===== src/sv/lse_pkg.sv =====
// Shared types, codes and defaults for the LIFO stack engine.
package lse_pkg;

    localparam int STACK_DEPTH_DEF = 64;
    localparam int DATA_WIDTH_DEF  = 32;

    localparam int REQ_W       = 3;
    localparam int VAL_W       = 32;
    localparam int STAT_W      = 2;
    localparam int DEPTH_OUT_W = 7;

    typedef enum logic [REQ_W-1:0] {
        REQ_PUSH     = 3'd0,
        REQ_POP      = 3'd1,
        REQ_PEEK     = 3'd2,
        REQ_CLEAR    = 3'd3,
        REQ_TRAVERSE = 3'd4
    } t_req;

    typedef enum logic [STAT_W-1:0] {
        ST_OK    = 2'd0,
        ST_EMPTY = 2'd1,
        ST_FULL  = 2'd2
    } t_status;

    typedef enum logic [1:0] {
        S_IDLE,
        S_READ,
        S_TRAV
    } t_state;

    // datapath command, one per cycle
    typedef enum logic [3:0] {
        DP_NOP,
        DP_PUSH,
        DP_PUSH_FULL,
        DP_POP,
        DP_PEEK,
        DP_EMPTY,
        DP_CLEAR,
        DP_TRAV_START,
        DP_RD_DONE,
        DP_TRAV_STEP
    } t_dp_op;

    // datapath status back to the controller
    typedef struct packed {
        logic empty;
        logic full;
        logic trav_last;
    } t_dp_stat;

endpackage


===== src/sv/lse_ram.sv =====
// Generic single-port-write, registered-read RAM.
module lse_ram #(
    parameter int WIDTH = 32,
    parameter int DEPTH = 64,
    parameter int AW    = $clog2(DEPTH)
) (
    input  logic             i_clk,
    input  logic             i_we,
    input  logic [AW-1:0]    i_waddr,
    input  logic [WIDTH-1:0] i_wdata,
    input  logic             i_re,
    input  logic [AW-1:0]    i_raddr,
    output logic [WIDTH-1:0] o_rdata
);

    logic [WIDTH-1:0] r_mem [DEPTH];
    logic [WIDTH-1:0] r_rdata;

    always_ff @(posedge i_clk) begin
        if (i_we) begin
            r_mem[i_waddr] <= i_wdata;
        end
        if (i_re) begin
            r_rdata <= r_mem[i_raddr];
        end
    end

    assign o_rdata = r_rdata;

endmodule


===== src/sv/lse_ctrl.sv =====
// Request sequencer: decodes requests and steps the datapath.
module lse_ctrl (
    input  logic                  i_clk,
    input  logic                  i_rst_n,
    input  logic                  i_start,
    input  logic [lse_pkg::REQ_W-1:0] i_req_type,
    input  lse_pkg::t_dp_stat     i_stat,
    output logic                  o_busy,
    output lse_pkg::t_dp_op       o_op
);
    import lse_pkg::*;

    t_state r_state, n_state;
    t_req   w_req;

    assign w_req = t_req'(i_req_type);

    always_ff @(posedge i_clk) begin
        if (!i_rst_n) begin
            r_state <= S_IDLE;
        end else begin
            r_state <= n_state;
        end
    end

    // next state
    always_comb begin
        n_state = r_state;
        case (r_state)
            S_IDLE: begin
                if (i_start) begin
                    case (w_req)
                        REQ_POP, REQ_PEEK: begin
                            if (!i_stat.empty) n_state = S_READ;
                        end
                        REQ_TRAVERSE: begin
                            if (!i_stat.empty) n_state = S_TRAV;
                        end
                        default: n_state = S_IDLE;
                    endcase
                end
            end
            S_READ:  n_state = S_IDLE;
            S_TRAV: begin
                if (i_stat.trav_last) n_state = S_IDLE;
            end
            default: n_state = S_IDLE;
        endcase
    end

    // outputs
    always_comb begin
        o_busy = (r_state != S_IDLE);
        o_op   = DP_NOP;
        case (r_state)
            S_IDLE: begin
                if (i_start) begin
                    case (w_req)
                        REQ_PUSH:     o_op = i_stat.full  ? DP_PUSH_FULL : DP_PUSH;
                        REQ_POP:      o_op = i_stat.empty ? DP_EMPTY : DP_POP;
                        REQ_PEEK:     o_op = i_stat.empty ? DP_EMPTY : DP_PEEK;
                        REQ_CLEAR:    o_op = DP_CLEAR;
                        REQ_TRAVERSE: o_op = i_stat.empty ? DP_NOP : DP_TRAV_START;
                        default:      o_op = DP_NOP;
                    endcase
                end
            end
            S_READ:  o_op = DP_RD_DONE;
            S_TRAV:  o_op = DP_TRAV_STEP;
            default: o_op = DP_NOP;
        endcase
    end

endmodule


===== src/sv/lse_datapath.sv =====
// Stack datapath: fill count, element RAM, traverse pointer and result register.
module lse_datapath #(
    parameter int STACK_DEPTH = lse_pkg::STACK_DEPTH_DEF,
    parameter int DATA_WIDTH  = lse_pkg::DATA_WIDTH_DEF
) (
    input  logic                              i_clk,
    input  logic                              i_rst_n,
    input  lse_pkg::t_dp_op                   i_op,
    input  logic [lse_pkg::VAL_W-1:0]         i_push_value,
    input  logic                              i_traverse_dir,
    output lse_pkg::t_dp_stat                 o_stat,
    output logic                              o_valid,
    output logic [lse_pkg::STAT_W-1:0]        o_status,
    output logic [lse_pkg::VAL_W-1:0]         o_out_value,
    output logic [lse_pkg::DEPTH_OUT_W-1:0]   o_depth_now,
    output logic                              o_last_of_run
);
    import lse_pkg::*;

    localparam int AW    = $clog2(STACK_DEPTH);
    localparam int CNT_W = $clog2(STACK_DEPTH + 1);

    logic [CNT_W-1:0]       r_count, n_count;
    logic [AW-1:0]          r_pos, n_pos;
    logic                   r_dir, n_dir;

    logic                   r_valid, n_valid;
    t_status                r_status, n_status;
    logic [VAL_W-1:0]       r_value, n_value;
    logic [DEPTH_OUT_W-1:0] r_depth, n_depth;
    logic                   r_last, n_last;

    logic [AW-1:0]          w_top, w_next_pos;
    logic                   w_empty, w_full, w_trav_last;
    logic                   w_we, w_re;
    logic [AW-1:0]          w_raddr;
    logic [DATA_WIDTH-1:0]  w_wdata, w_rdata;

    assign w_top       = AW'(r_count - CNT_W'(1));
    assign w_next_pos  = r_pos + AW'(1);
    assign w_empty     = (r_count == '0);
    assign w_full      = (r_count == CNT_W'(STACK_DEPTH));
    assign w_trav_last = (CNT_W'(r_pos) == r_count - CNT_W'(1));
    assign w_wdata     = DATA_WIDTH'(i_push_value);

    assign o_stat.empty     = w_empty;
    assign o_stat.full      = w_full;
    assign o_stat.trav_last = w_trav_last;

    // RAM port control
    always_comb begin
        w_we    = (i_op == DP_PUSH);
        w_re    = 1'b0;
        w_raddr = w_top;
        case (i_op)
            DP_POP, DP_PEEK: begin
                w_re    = 1'b1;
                w_raddr = w_top;
            end
            DP_TRAV_START: begin
                w_re    = 1'b1;
                w_raddr = i_traverse_dir ? w_top : '0;
            end
            DP_TRAV_STEP: begin
                w_re    = !w_trav_last;
                w_raddr = r_dir ? (w_top - w_next_pos) : w_next_pos;
            end
            default: w_re = 1'b0;
        endcase
    end

    lse_ram #(
        .WIDTH (DATA_WIDTH),
        .DEPTH (STACK_DEPTH),
        .AW    (AW)
    ) u_ram (
        .i_clk   (i_clk),
        .i_we    (w_we),
        .i_waddr (AW'(r_count)),
        .i_wdata (w_wdata),
        .i_re    (w_re),
        .i_raddr (w_raddr),
        .o_rdata (w_rdata)
    );

    // count, pointer and result
    always_comb begin
        n_count  = r_count;
        n_pos    = r_pos;
        n_dir    = r_dir;
        n_valid  = 1'b0;
        n_status = r_status;
        n_value  = r_value;
        n_depth  = r_depth;
        n_last   = r_last;
        case (i_op)
            DP_PUSH: begin
                n_count  = r_count + CNT_W'(1);
                n_valid  = 1'b1;
                n_status = ST_OK;
                n_value  = '0;
                n_depth  = DEPTH_OUT_W'(r_count + CNT_W'(1));
                n_last   = 1'b1;
            end
            DP_PUSH_FULL: begin
                n_valid  = 1'b1;
                n_status = ST_FULL;
                n_value  = '0;
                n_depth  = DEPTH_OUT_W'(r_count);
                n_last   = 1'b1;
            end
            DP_POP: begin
                n_count = r_count - CNT_W'(1);
            end
            DP_EMPTY: begin
                n_valid  = 1'b1;
                n_status = ST_EMPTY;
                n_value  = '0;
                n_depth  = '0;
                n_last   = 1'b1;
            end
            DP_CLEAR: begin
                n_count  = '0;
                n_valid  = 1'b1;
                n_status = ST_OK;
                n_value  = '0;
                n_depth  = '0;
                n_last   = 1'b1;
            end
            DP_TRAV_START: begin
                n_pos = '0;
                n_dir = i_traverse_dir;
            end
            DP_RD_DONE: begin
                n_valid  = 1'b1;
                n_status = ST_OK;
                n_value  = VAL_W'(w_rdata);
                n_depth  = DEPTH_OUT_W'(r_count);
                n_last   = 1'b1;
            end
            DP_TRAV_STEP: begin
                n_pos    = w_next_pos;
                n_valid  = 1'b1;
                n_status = ST_OK;
                n_value  = VAL_W'(w_rdata);
                n_depth  = DEPTH_OUT_W'(r_count);
                n_last   = w_trav_last;
            end
            default: n_valid = 1'b0;
        endcase
    end

    always_ff @(posedge i_clk) begin
        if (!i_rst_n) begin
            r_count <= '0;
            r_valid <= 1'b0;
        end else begin
            r_count <= n_count;
            r_valid <= n_valid;
        end
    end

    always_ff @(posedge i_clk) begin
        r_pos    <= n_pos;
        r_dir    <= n_dir;
        r_status <= n_status;
        r_value  <= n_value;
        r_depth  <= n_depth;
        r_last   <= n_last;
    end

    assign o_valid       = r_valid;
    assign o_status      = r_status;
    assign o_out_value   = r_value;
    assign o_depth_now   = r_depth;
    assign o_last_of_run = r_last;

endmodule


===== src/sv/lifo_stack_engine.sv =====
// Top level of the LIFO stack engine: request sequencer plus stack datapath.
//
//  channel   direction  transfer when        fields
//  -------   ---------  -------------------  ---------------------------------------------
//  request   in         i_start && !o_busy   i_req_type, i_push_value, i_traverse_dir
//  result    out        o_valid (one cycle)  o_status, o_out_value, o_depth_now,
//                                            o_last_of_run
//
//  Push, clear, and pop/peek on an empty stack: result in the cycle after the
//  request transfer, and busy stays low, so one such request per cycle.
//  Pop and peek on a non-empty stack: the element RAM read is registered, then
//  the read state loads the result register; busy is high in that read state.
//  Traverse of N elements: N results back to back, one RAM read each; busy is
//  high until the last result is loaded.
//  Reset (i_rst_n low, synchronous) clears the fill count and the sequencer;
//  the RAM is not cleared. Results cannot be stalled by the receiver.
module lifo_stack_engine #(
    parameter int STACK_DEPTH = lse_pkg::STACK_DEPTH_DEF,
    parameter int DATA_WIDTH  = lse_pkg::DATA_WIDTH_DEF
) (
    input  logic                             i_clk,
    input  logic                             i_rst_n,
    input  logic                             i_start,
    output logic                             o_busy,
    input  logic [lse_pkg::REQ_W-1:0]        i_req_type,
    input  logic [lse_pkg::VAL_W-1:0]        i_push_value,
    input  logic                             i_traverse_dir,
    output logic                             o_valid,
    output logic [lse_pkg::STAT_W-1:0]       o_status,
    output logic [lse_pkg::VAL_W-1:0]        o_out_value,
    output logic [lse_pkg::DEPTH_OUT_W-1:0]  o_depth_now,
    output logic                             o_last_of_run
);
    import lse_pkg::*;

    t_dp_op   w_op;
    t_dp_stat w_stat;

    // sequencer: accepts requests in idle, walks pop/peek reads and traverses
    lse_ctrl u_ctrl (
        .i_clk      (i_clk),
        .i_rst_n    (i_rst_n),
        .i_start    (i_start),
        .i_req_type (i_req_type),
        .i_stat     (w_stat),
        .o_busy     (o_busy),
        .o_op       (w_op)
    );

    // datapath: fill count, element RAM, traverse pointer, result register
    lse_datapath #(
        .STACK_DEPTH (STACK_DEPTH),
        .DATA_WIDTH  (DATA_WIDTH)
    ) u_dp (
        .i_clk          (i_clk),
        .i_rst_n        (i_rst_n),
        .i_op           (w_op),
        .i_push_value   (i_push_value),
        .i_traverse_dir (i_traverse_dir),
        .o_stat         (w_stat),
        .o_valid        (o_valid),
        .o_status       (o_status),
        .o_out_value    (o_out_value),
        .o_depth_now    (o_depth_now),
        .o_last_of_run  (o_last_of_run)
    );

endmodule


===== config.mk =====
export PLATFORM = sky130hd
export DESIGN_NAME = lifo_stack_engine
export DESIGN_NICKNAME = d
export VERILOG_FILES = /design/src/sv/lse_pkg.sv /design/src/sv/lse_ram.sv /design/src/sv/lse_ctrl.sv /design/src/sv/lse_datapath.sv /design/src/sv/lifo_stack_engine.sv
export SDC_FILE = /design/constraint.sdc
export NUM_CORES = 2
export LEC_CHECK = 0
export BUFFER_PORTS_ARGS = -buffer_cell sky130_fd_sc_hd__buf_4
export CORE_ASPECT_RATIO = 0.75
export CORE_MARGIN = 2
export CORE_UTILIZATION = 57
export CTS_CLUSTER_SIZE = 8
export DETAILED_ROUTE_END_ITERATION = 10
export PLACE_DENSITY = 0.76
export SLEW_MARGIN = 20
export SYNTH_ARGS = -nofsm -noshare
export SYNTH_HDL_FRONTEND = slang
export SYNTH_HIERARCHICAL = 1
export SYNTH_SLANG_ARGS = --single-unit

===== constraint.sdc =====
create_clock -name i_clk -period 5.5 [get_ports i_clk]
set_input_delay 1.1 -clock i_clk [delete_from_list [all_inputs] [get_ports i_clk]]
set_output_delay 1.1 -clock i_clk [all_outputs]
set_load 0.03 [all_outputs]

Word-level counts from Yosys, hierarchy flattened
Memory sizes are Yosys's and may differ from the RTL's. A register that Yosys moved wholly into a read port is not among the register bits.
Index checks and enable logic that the tools add are counted.
{"block": "op_classes", "addsub": 4, "n_eq_ne": 21, "muxes": 26, "n_reduce_logical": 21}
{"cell": "$pmux 32 s2", "count": 1}
{"cell": "$pmux 7 s3", "count": 2}
{"cell": "$pmux 6 s2", "count": 2}
{"cell": "$pmux 4 s5", "count": 1}
{"cell": "$eq 4x3->1 const B", "count": 4}
{"cell": "$mux 6", "count": 2}
{"cell": "$pmux 4 s3", "count": 1}
{"cell": "$mux 2", "count": 5}
{"cell": "$reduce_bool 3->1", "count": 3}
{"cell": "$eq 4x2->1 const B", "count": 2}
{"cell": "$eq 4x4->1 const B", "count": 2}
{"cell": "$pmux 2 s2", "count": 2}
{"cell": "$reduce_bool 2->1", "count": 4}
{"cell": "$reduce_or 4->1", "count": 2}
{"cell": "$add 7x1->7 const B", "count": 1}
{"cell": "$eq 6x7->1", "count": 1}
{"cell": "$eq 7x7->1 const B", "count": 1}
{"cell": "$logic_not 7->1", "count": 1}
{"cell": "$sub 7x1->7 const B", "count": 1}
{"cell": "$add 6x1->6 const B", "count": 1}
{"cell": "$eq 3x2->1 const B", "count": 2}
{"cell": "$mux 3", "count": 2}
{"cell": "$ne 3x3->1 const B", "count": 2}
{"cell": "$pmux 2 s3", "count": 1}
{"cell": "other kinds (19)", "count": 26}
{"block": "totals", "ff_bits": 59, "mem_bits_rw": 2048, "input_bits": 39, "out_inout_bits": 44, "elab_cells": 82, "memories": 1}
{"name": "u_dp.u_ram.r_mem", "depth": 64, "width": 32, "read_ports": 1, "rd_clocked_by_memory_dff": 1, "wr": 1, "line": "lse_ram.sv:16", "rtl": "logic [WIDTH-1:0] r_mem [DEPTH];"}

Depth between registers and ports, before layout
{"block": "logic_depth", "depth_word": 8, "depth_mapped": 27, "ltp_nobuf": 19}

By module
Netlist, hierarchy kept.
{"module": "lse_ram", "instances": 1, "cells_per_inst": 3324, "area_per_inst_um2": 78835.6, "seq_area_each_um2": 62459.9}
{"module": "lse_datapath", "instances": 1, "cells_per_inst": 321, "area_per_inst_um2": 3275.6, "seq_area_each_um2": 1631.6}
{"module": "lse_ctrl", "instances": 1, "cells_per_inst": 42, "area_per_inst_um2": 327.8, "seq_area_each_um2": 40.0}

Least setup slack after synthesis
OpenSTA, ideal clock, no wires.
{"block": "synth_timing", "kind": "reg-to-reg", "startpoint": "register u_dp.r_count[0]", "endpoint": "memory u_dp.u_ram.r_mem[48][0] (enable)", "setup_time_ns": 0.461, "arrival_time_ns": 5.388, "required_ns": 5.039, "setup_slack_ns": -0.349, "path_stages_with_launch": 18, "path_buffers": 3, "period_less_slack_ns": 5.849, "path_cell_list": "dfxtp_1 -> buf_6 -> inv_1 -> ha_1 -> nor3b_2 -> nor3b_4 -> nor2b_1 -> buf_4 -> and3b_1 -> a21oi_1 -> o32ai_1 -> a22o_1 -> buf_2 -> nand2b_1 -> nor3_1 -> nor2b_1 -> nand4b_1 -> nor3_1"}
{"block": "synth_via", "elab_chain_len": 8, "elab_cells_between_ends": 12, "classes_between": "2 x eq/ne; 9 x mux; 1 x reduce/logical"}
{"element": "start, declared", "line": "lse_datapath.sv:23", "rtl": "logic [CNT_W-1:0] r_count, n_count;"}
{"element": "start signal, assigned", "line": "lse_datapath.sv:158", "rtl": "r_count <= n_count;"}
{"element": "$logic_not 7->1 (*)", "line": "lse_datapath.sv:41", "rtl": "assign w_empty = (r_count == '0);"}
{"element": "via u_dp.w_empty", "line": "lse_datapath.sv:34", "rtl": "logic w_empty, w_full, w_trav_last;"}
{"element": "$mux 3 or $mux 1 (tied branches)", "line": "lse_ctrl.sv:63, lse_ctrl.sv:61"}
{"element": "$pmux 4 s5 (*)", "line": "lse_ctrl.sv:58", "rtl": "case (w_req)"}
{"element": "$mux 4 (*)", "line": "lse_ctrl.sv:57", "rtl": "if (i_start) begin"}
{"element": "$pmux 4 s3 (*)", "line": "lse_ctrl.sv:55", "rtl": "case (r_state)"}
{"element": "via w_op[0]", "line": "lifo_stack_engine.sv:36", "rtl": "t_dp_op w_op;"}
{"element": "$eq 4x1->1 (*)", "line": "lse_datapath.sv:52", "rtl": "w_we = (i_op == DP_PUSH);"}
{"element": "via u_dp.w_we", "line": "lse_datapath.sv:35", "rtl": "logic w_we, w_re;"}
{"element": "$mux 1 (*)", "line": "lse_ram.sv:20", "rtl": "if (i_we) begin"}
{"element": "$mux 1 (implied by the code) (*)", "line": "lse_ram.sv:21", "rtl": "r_mem[i_waddr] <= i_wdata;"}
{"element": "end, declared", "line": "lse_ram.sv:16"}
The timed path passes the listed nets; every way through them passes the cells marked *.

==> metrics.md <==
| Metric | Value |
|---|---|
| Combinational Power Share | `0.132` |
| Die Height | `between 300 and 400 µm` |
| Most frequent cells in the layout | `2129 x edfxtp_1, 544 x mux4_2, 324 x clkbuf_16` |
| CTS root buffer | `clkbuf_16` |
| Drt first pass iters | `7` |
| Wire per inst | `37.7 µm` |
| Clk_skew | `0.0617 ns` |
| Final setup viols | `0` |
| Unrepaired setup endpoints after global routing | `true` |
| Clock power frac | `0.416` |
| Internal cell power | `approximately 31 mW` |
| Seq cells post-synth | `2139` |
| TritonCTS Buffers | `317` |
| Actual slew at the worst max-slew pin | `~1.2 ns` |
| Critical Path Start Type | `flip-flop` |
| Yosys warns | `6` |
| Total Routing Usage GR | `0.312` |
| HPWL after DPL | `123 mm` |
| Unique masters post-synth | `67` |
| Mapped Nets | `3736` |
| CP Data Arrival Time | `between 5 and 6 ns` |
| Hold buffers post-CTS | `0` |
| Final setup margin | `0.217 ns` |
| Period utilization | `0.961` |
| Routability-driven placement congestion ratio | `0.947` |
| Max-cap violations | `0` |
| Pre-CTS worst setup slack | `-0.0926 ns` |
| Number of placement rows | `120` |
| CTS Buffer Depth | `4` |
| Ys async rst share | `0` |
| Flop pwr share | `0.452` |
| Worst-path fanout max | `27` |
| Share of cells above drive strength 1 | `0.322` |
| Fin area | `0.0961 mm²` |
| Syn avg cell area | `22.4 µm²` |
| Ports | `83` |
| Setup TNS | `0 ns` |
| Initial Utilization | `0.576` |
| Antenna violations before repair | `8` |
| Most common cell after layout, fill and taps aside | `edfxtp_1` |
| Vias | `43566` |
| Post-synth EDFFs | `2129` |
| Final Hold Viols | `0` |
| Synth Instances | `3687` |
| Min-delay worst type | `primary input to flip-flop` |
| Starting DRT DRC Count | `7579` |
| Crit Path Class | `flip-flop to flip-flop` |
| Clock-pin slew of the registers on the worst-case setup and hold paths | `0.05 ns` |
| CP Capture Type | `flip-flop` |
| Slew Limit Fails | `0` |
| First-pass GRT wire length | `323 mm` |
| Main synth FF type | `edfxtp_1` |
| Core area | `approximately 0.14 mm²` |
| Total gr overflow | `0` |
| Critical register-to-register path startpoint | `u_dp/r_count[1]` |
| Cell area after synthesis | `between 0.08 and 0.09 mm²` |
| Worst vdd ir | `between 400 and 500 µV` |
| Largest net degree at the start of global routing | `73` |
| CTS sink cnt | `2139` |
| Switch share | `0.244` |
| CP required | `between 6 and 7 ns` |
| Psw | `9.87 mW` |
| Maximum clock rate | `189 MHz` |
| Clk_lat worst skew | `0.93 ns` |
| PwrDens | `420 mW/mm²` |
| Placed instance count | `around 5700` |
| CTS tree | `built` |
| Port-buffer cells | `a little over 80` |
| Residual DRC | `0` |
| Final Non-Filler Cells | `approximately 6100` |
| Syn-to-layout area delta | `16.6%` |
| Width of the die | `443 µm` |
| Final wirelength | `229 mm` |
| Antenna Violating Nets Remaining | `0` |
| Leak Pwr | `31.6 nW` |
| H-tree depth | `5` |
| Via density | `7.18` |
| Sequential area share after synthesis | `0.778` |
| Outcome | `finished, final reports clean` |
| Placed inst area | `between 0.08 and 0.09 mm²` |
| Die area | `0.148 mm²` |
| Final min period | `around 5.3 ns` |
| Nets | `4194` |
| Vias in the first global route | `43582` |
| Rel. slew slack | `0.231` |
| Critical Path Start | `u_dp/r_count[1]` |
| HP Start | `i_traverse_dir` |
[worst max-delay path, cell delays in order, from the launching register on]
cell and delay, ns:
dfxtp_1 0.32, inv_1 0.07, ha_1 0.16, nor3b_2 0.19, nor3b_4 0.23, buf_4 0.15, and2_2 0.18, a21oi_1 0.07
o32a_1 0.35, nor3_2 0.18, nand2b_1 0.16, or2_2 0.22, o21ai_1 0.17, buf_4 0.21, o22ai_4 0.22, buf_12 0.28
buf_4 0.33, nand3b_1 0.44, o221ai_1 0.40, a21oi_2 0.16, a21oi_1 0.44, nor2_1 0.07
[power groups by stage]
stage	sequential, mW	combinational [mW]	clock [mW]
6_report	18.3	5.34	16.8
2_1_floorplan	18.6	2.62	0
3_5_place_dp	18.6	4.99	0
4_1_cts	18.3	5.09	16.9
5_1_grt	18.3	5.49	17.5
3_3_place_gp	18.6	4.92	0
[stage by stage]
stage                     utilization  total power, mW  hold slack, ns
final                           0.672             40.4           0.426
after floorplan                     -             21.2           0.455
after CTS                       0.670             40.3           0.387
after global placement          0.612             23.5           0.476
after detailed placement        0.612             23.6           0.493
after global routing            0.672             41.3           0.422
[registers in the layout (all words and copies together) (netlist names)]
register            count
u_ctrl/r_state          2
u_dp/u_ram/r_mem     2048
u_dp/r_dir              1
u_dp/r_pos              6
u_dp/o_last_of_run      1
u_dp/o_valid            1
u_dp/o_depth_now        7
u_dp/u_ram/o_rdata     32
u_dp/o_out_value       32
u_dp/r_count            7
u_dp/o_status           2
[cells in the mapped netlist, types with 16 or more instances]
| library cell | count | area, µm² |
|---|---|---|
| edfxtp_1 | 2129 | 63900 |
| mux4_2 | 544 | 12300 |
| nor2_1 | 176 | 661 |
| mux2i_1 | 96 | 961 |
| o22ai_1 | 91 | 569 |
| clkbuf_1 | 86 | 323 |
| a21oi_1 | 83 | 415 |
| buf_2 | 61 | 305 |
| nand2_1 | 44 | 165 |
| and2_1 | 35 | 219 |
| buf_4 | 30 | 225 |
| o221ai_1 | 28 | 245 |
| buf_1 | 22 | 82.6 |
| nor2b_1 | 19 | 119 |
| inv_1 | 17 | 63.8 |
| nand2b_1 | 16 | 100 |
[per-layer routing]
layer	track usage	share of wire	wire (µm)
met1	0.452	0.36	83400
met2	0.456	0.46	104000
met3	0.0826	0.14	32000
met4	0.130	0.040	9110
met5	0	0.000057	13
[cells by family (layout without fill, tap and decap cells)]
| group | after synthesis | in the layout | synth area share |
|---|---|---|---|
| XOR/XNOR | 24 | 24 | 0.00273 |
| flip-flops | 2139 | 2139 | 0.778 |
| other | 0 | 5 | 0 |
| adder cells (fa/ha/maj) | 11 | 11 | 0.00173 |
| AO/OA/AOI/OAI | 279 | 279 | 0.0223 |
| buffers and inverters | 225 | 708 | 0.0134 |
| multiplexers | 640 | 640 | 0.160 |
| AND/OR/NAND/NOR | 369 | 369 | 0.0217 |
[layout make-up]
| cell class | instances | area [µm²] |
|---|---|---|
| Antenna cell | 5 | 12.5 |
| Clock buffer | 334 | 8120 |
| Clock inverter | 10 | 124 |
| Fill cell | 8404 | 47000 |
| Inverter | 17 | 63.8 |
| Multi-Input combinational cell | 1323 | 17900 |
| Sequential cell | 2139 | 64100 |
| Tap cell | 1891 | 2370 |
| Timing Repair Buffer | 347 | 3370 |
[what timing repair did]
action / in CTS / in global routing
setup endpoints to repair: 1 / 32
setup buffers: 0 / 8
pin swaps: 0 / 2
cloned: 0 / 1
gates resized for setup: 1 / 38
[worst paths after layout]
path                            cells past startpoint               endpoint  slack [ns]
worst max-delay path                               21  u_dp/u_ram/o_rdata[6]        0.22
worst min-delay path                                1             u_dp/r_dir        0.43
worst max register to register                     21  u_dp/u_ram/o_rdata[6]        0.22
worst min register to register                      2      u_ctrl/r_state[0]        0.49
(Power assumes the default switching activity.)
